<file path="src/rtl/vaa_pkg.sv">
package vaa_pkg;

   // CORDIC angle accumulator: one full turn is 2^ACC_WIDTH
   localparam int ACC_WIDTH  = 32;
   // fraction bits kept below the integer coordinates during rotation
   localparam int FRAC_BITS  = 24;
   // growth headroom for the CORDIC gain (about 1.65 * sqrt(2)) plus margin
   localparam int GUARD_BITS = 3;
   // number of entries in the arctangent table
   localparam int TABLE_LEN  = 24;

   typedef logic [ACC_WIDTH-1:0] acc_type;

   localparam acc_type HALF_TURN = acc_type'(32'h8000_0000);

   // control that travels with each request down the chain
   typedef struct packed {
      logic valid;
      logic zero_vector;
   } tag_type;

   // atan(2^-step) as a fraction of a full turn, scaled by 2^32 and rounded
   function automatic acc_type atan_turn(input int unsigned step);
      acc_type value;
      case (step)
         0:       value = 32'h2000_0000;
         1:       value = 32'h12E4_051E;
         2:       value = 32'h09FB_385B;
         3:       value = 32'h0511_11D4;
         4:       value = 32'h028B_0D43;
         5:       value = 32'h0145_D7E1;
         6:       value = 32'h00A2_F61E;
         7:       value = 32'h0051_7C55;
         8:       value = 32'h0028_BE53;
         9:       value = 32'h0014_5F2F;
         10:      value = 32'h000A_2F98;
         11:      value = 32'h0005_17CC;
         12:      value = 32'h0002_8BE6;
         13:      value = 32'h0001_45F3;
         14:      value = 32'h0000_A2FA;
         15:      value = 32'h0000_517D;
         16:      value = 32'h0000_28BE;
         17:      value = 32'h0000_145F;
         18:      value = 32'h0000_0A30;
         19:      value = 32'h0000_0518;
         20:      value = 32'h0000_028C;
         21:      value = 32'h0000_0146;
         22:      value = 32'h0000_00A3;
         23:      value = 32'h0000_0051;
         default: value = '0;
      endcase
      return value;
   endfunction

endpackage

</file>
<file path="src/rtl/vaa_cell.sv">
// One CORDIC micro-rotation in vectoring mode, registered at its output.
module vaa_cell #(
   parameter int DATA_WIDTH = 44,
   parameter int STEP       = 0
) (
   input  logic                          clock,
   input  logic                          reset,
   input  vaa_pkg::tag_type              up_tag,
   input  logic signed [DATA_WIDTH-1:0]  up_x,
   input  logic signed [DATA_WIDTH-1:0]  up_y,
   input  vaa_pkg::acc_type              up_acc,
   output vaa_pkg::tag_type              dn_tag,
   output logic signed [DATA_WIDTH-1:0]  dn_x,
   output logic signed [DATA_WIDTH-1:0]  dn_y,
   output vaa_pkg::acc_type              dn_acc
);

   localparam vaa_pkg::acc_type ATAN_STEP = vaa_pkg::atan_turn(STEP);

   logic signed [DATA_WIDTH-1:0] x_shift;
   logic signed [DATA_WIDTH-1:0] y_shift;
   logic                         rotate_cw;

   vaa_pkg::tag_type             tag_ff, tag_in;
   logic signed [DATA_WIDTH-1:0] x_ff, x_in;
   logic signed [DATA_WIDTH-1:0] y_ff, y_in;
   vaa_pkg::acc_type             acc_ff, acc_in;

   // arithmetic shifts floor toward minus infinity
   assign x_shift = up_x >>> STEP;
   assign y_shift = up_y >>> STEP;

   // y strictly positive: rotate clockwise and add the angle
   assign rotate_cw = !up_y[DATA_WIDTH-1] && (up_y != '0);

   always_comb begin
      tag_in = up_tag;
      if (rotate_cw) begin
         x_in   = up_x + y_shift;
         y_in   = up_y - x_shift;
         acc_in = up_acc + ATAN_STEP;
      end else begin
         x_in   = up_x - y_shift;
         y_in   = up_y + x_shift;
         acc_in = up_acc - ATAN_STEP;
      end
   end

   always_ff @(posedge clock) begin
      if (reset) begin
         tag_ff <= '0;
      end else begin
         tag_ff <= tag_in;
      end
   end

   always_ff @(posedge clock) begin
      x_ff   <= x_in;
      y_ff   <= y_in;
      acc_ff <= acc_in;
   end

   assign dn_tag = tag_ff;
   assign dn_x   = x_ff;
   assign dn_y   = y_ff;
   assign dn_acc = acc_ff;

endmodule

</file>
<file path="config.mk">
export PLATFORM = sky130hd
export DESIGN_NAME = vaa_cell
export DESIGN_NICKNAME = d
export VERILOG_FILES = /design/src/rtl/vaa_pkg.sv /design/src/rtl/vaa_cell.sv
export SDC_FILE = /design/constraint.sdc
export NUM_CORES = 1
export LEC_CHECK = 0
export ABC_AREA = 0
export BUFFER_PORTS_ARGS = -buffer_cell sky130_fd_sc_hd__clkbuf_2
export CAP_MARGIN = 20
export CORE_ASPECT_RATIO = 0.9
export CORE_MARGIN = 1
export CORE_UTILIZATION = 53
export DETAILED_ROUTE_END_ITERATION = 8
export GPL_TIMING_DRIVEN = 0
export PLACE_DENSITY = 0.79
export SETUP_SLACK_MARGIN = 0.02
export SYNTH_ARGS = -nofsm -noshare
export SYNTH_HDL_FRONTEND = slang
export SYNTH_SLANG_ARGS = --single-unit
</file>
<file path="constraint.sdc">
create_clock -name clock -period 6.6 [get_ports clock]
set_input_delay 0.33 -clock clock [delete_from_list [all_inputs] [get_ports clock]]
set_output_delay 0.33 -clock clock [all_outputs]
set_load 0.05 [all_outputs]
</file>
==> results by group <==
CTS
  – Post-CTS resize count: 0
  – Clock Path Buffers: 2
  – Number of H-tree levels: 4
  – CTS tree: yes
  – CTS Root Cell: clkbuf_16
  – # Post-CTS Setup Buffers: 0
  – Clock sinks: around 120
  – Total CTS buffers: 17
  – Register clock-pin slew on the reported worst setup and hold paths: 0.06 ns
  – Post-CTS Hold Buffers: 18

Timing
  – Final period utilization: 53.6%
  – Unrepaired setup endpoints after global routing: false
  – WHS: -0.00207 ns
  – Worst setup slack after layout: 3.06 ns
  – Final Critical Period: 3.54 ns
  – Endpoints failing hold: 4
  – Setup TNS: 0 ns
  – Final Max Tran Viols: 0
  – Worst slew pin tran: 1.08 ns
  – # setup viols final: 0
  – Max Fclk: 0.282 GHz
  – Slew headroom: about 28%

Drt
  – DRC: 22
  – Via density: 6.23
  – Detailed Routing Iterations Pass 1: 9
  – Detailed Route Iter0 Violations: between 1,000 and 1,500
  – Final WL: 44.5 mm
  – Via count: 12,323
  – Routed len/inst: 22.5 um
  – Antenna Nets Post-Route: 0

Logic synthesis
  – Avg Inst Size Synth: 7.62 um2
  – Synth warn: 0
  – Netlist cell types: 75
  – Synth Flop Type: dfxtp_1
  – Post-synthesis sequential area ratio: 22.3%
  – Post-synth EDFFs: 0
  – Post-Syn Area: between 0.01 and 0.015 mm2
  – Synthesized Nets: 1,695
  – Cells after synthesis: around 1,400
  – Yosys top cell area share: between 20% and 30%
  – Flop and latch count out of synthesis: 121
  – Main area contributors after synthesis: dfxtp_1 (22%), ha_1 (17%), a21oi_1 (8.3%), xnor2_1 (6.4%), inv_1 (4.5%)
  – Asr flop ratio synth: 0%
  – Leading area contributor after synthesis: dfxtp_1

Worst setup path
  – Crit-path max FO: 9
  – Arrival @ worst endpoint: about 3.9 ns
  – Nature of the critical path endpoint: register
  – CP required: 6.90 ns
  – CP Class: input pin to register
  – Setup crit start kind: input pin

Floorplanning
  – Die Y: 138 um
  – Initial Util: 54.3%
  – Die ar.: 0.0210 mm2
  – # IOs: 246
  – DIE WIDTH: 153 um
  – Core Box Area: between 0.015 and 0.02 mm2
  – Row count: 49

Cells and area
  – Layout cells sized above 1: 18.5%
  – NumNets Final: 1,981
  – Most frequent cells in the layout: clkbuf_2 (245), a21oi_1 (179), ha_1 (144)
  – Leading cell type in the layout, fill and taps excluded: clkbuf_2
  – # fillers: 1,810
  – Layout area overhead: 21.4%

Global route
  – Initial antenna violation count: 1
  – Global-route wire length before repair: 65.2 mm
  – Aggregate global-route resource usage: roughly two fifths
  – Gr ovfl total: 0
  – Vias in the first global route: between 10,000 and 15,000
  – Largest net degree at the start of global routing: 17

Power and ir drop
  – Clock power frac: 26.8%
  – Logic pwr share: a little under half
  – Pwr dens: between 200 and 300 mW/mm2
  – Sw Share: 47.3%
  – VDD IR max: 172 uV
  – Internal Power: 1.83 mW
  – Reg power frac: 26.4%
  – Lkg Pwr: 6.25 nW
  – Sw power: 1.65 mW

Placed design
  – Dpl hpwl: 35.4 mm
  – Pre-CTS setup slack: 2.72 ns
  – RD Place Congestion: 1.02
  – I/O Buffers: 245

Min path
  – Worst min path class: input pin to register

Outcome
  – Failing checks: design-rule violations, negative hold slack
  – Status: finished with violations

Flow run
  – Max-cap viol count: 0
## registers in the layout, indices dropped and copies added (netlist names)
signal and cells:
dn_y 44, dn_tag 2, dn_x 43, dn_acc 32
## cell families after synthesis
kind of cell    after synthesis  synth area share (%)
xor+xnor                     86                  6.95
simple gates                371                  16.2
compound gates              479                  28.2
mux                          18                  1.67
flops                       121                  22.3
buf+inv                     200                  7.28
fa+ha+maj                   148                  17.4
## final timing paths
path	from	to	cells past startpoint	slack, ns
worst min-delay path	up_acc[2]	dn_acc[2]	1	-0.002
worst max-delay path	up_x[3]	dn_y[34]	13	3.06
## cell type report
cell class                 count  area, um2  area share (%)
multi-input combinational   1102       7630            58.0
sequential                   121       2420            18.4
timing repair buffer         267       1430            10.9
inverter                     136        510            3.88
clock buffer                  18        429            3.26
tap                          255        319            2.42
buffer                        64        279            2.12
clock inverter                14        139            1.05
antenna                        1       2.50          0.0190
## synthesized netlist by cell type, types with 8 or more instances
master and instances:
ha_1 144, o21a_1 10, clkbuf_1 40, nor2_1 126, mux2i_1 17, a21o_1 29, nand4_1 20, a31oi_1 15
o31ai_1 15, nand3_1 31, xnor2_1 79, and3_1 8, nor3_1 25, nor4_1 24, a211oi_1 16, a21oi_1 179
o21bai_1 41, o21ai_1 8, o21ai_0 86, nor2b_1 20, nand2_1 82, inv_1 130, buf_1 10, dfxtp_1 121
## layer usage
metal	track usage, %	share of wire, %	up-vias
li1	-	-	5594
met1	54.6	42	5701
met2	63.1	42	902
met3	11.2	12	126
met4	16.8	3.5	0
met5	0	0	-
## critical path, stage by stage
cell and delay [ns]:
clkbuf_2 0.15, inv_1 0.06, ha_1 0.28, buf_4 0.17, a21o_1 0.19, o21bai_1 0.22
a31oi_1 0.41, o21ai_1 0.28, a211oi_1 0.91, o21ai_0 0.32, o21a_1 0.18, o21ai_1 0.22
xnor2_1 0.10
## through the flow
step | cells | util [%] | area (um2) | power [mW] | hold slack (ns)
2_1_floorplan | 1423 | - | 10800 | 2.05 | 0.358
3_3_place_gp | 1923 | 62.0 | 12400 | 2.49 | 0.432
3_5_place_dp | 1924 | 62.0 | 12400 | 2.51 | 0.434
4_1_cts | 1974 | 65.8 | 13100 | 3.44 | 0.00103
5_1_grt | 1978 | 65.9 | 13200 | 3.60 | 0.00123
6_report | 1978 | 65.9 | 13200 | 3.48 | -0.00207
## power groups by stage
stage | logic [mW] | registers [mW] | clock network (mW)
floorplan | 0.620 | 1.43 | 0
global placement | 1.57 | 0.924 | 0
detailed placement | 1.57 | 0.933 | 0
CTS | 1.59 | 0.918 | 0.938
global route | 1.70 | 0.929 | 0.962
finish | 1.63 | 0.916 | 0.931
(Power assumes the default switching activity.)
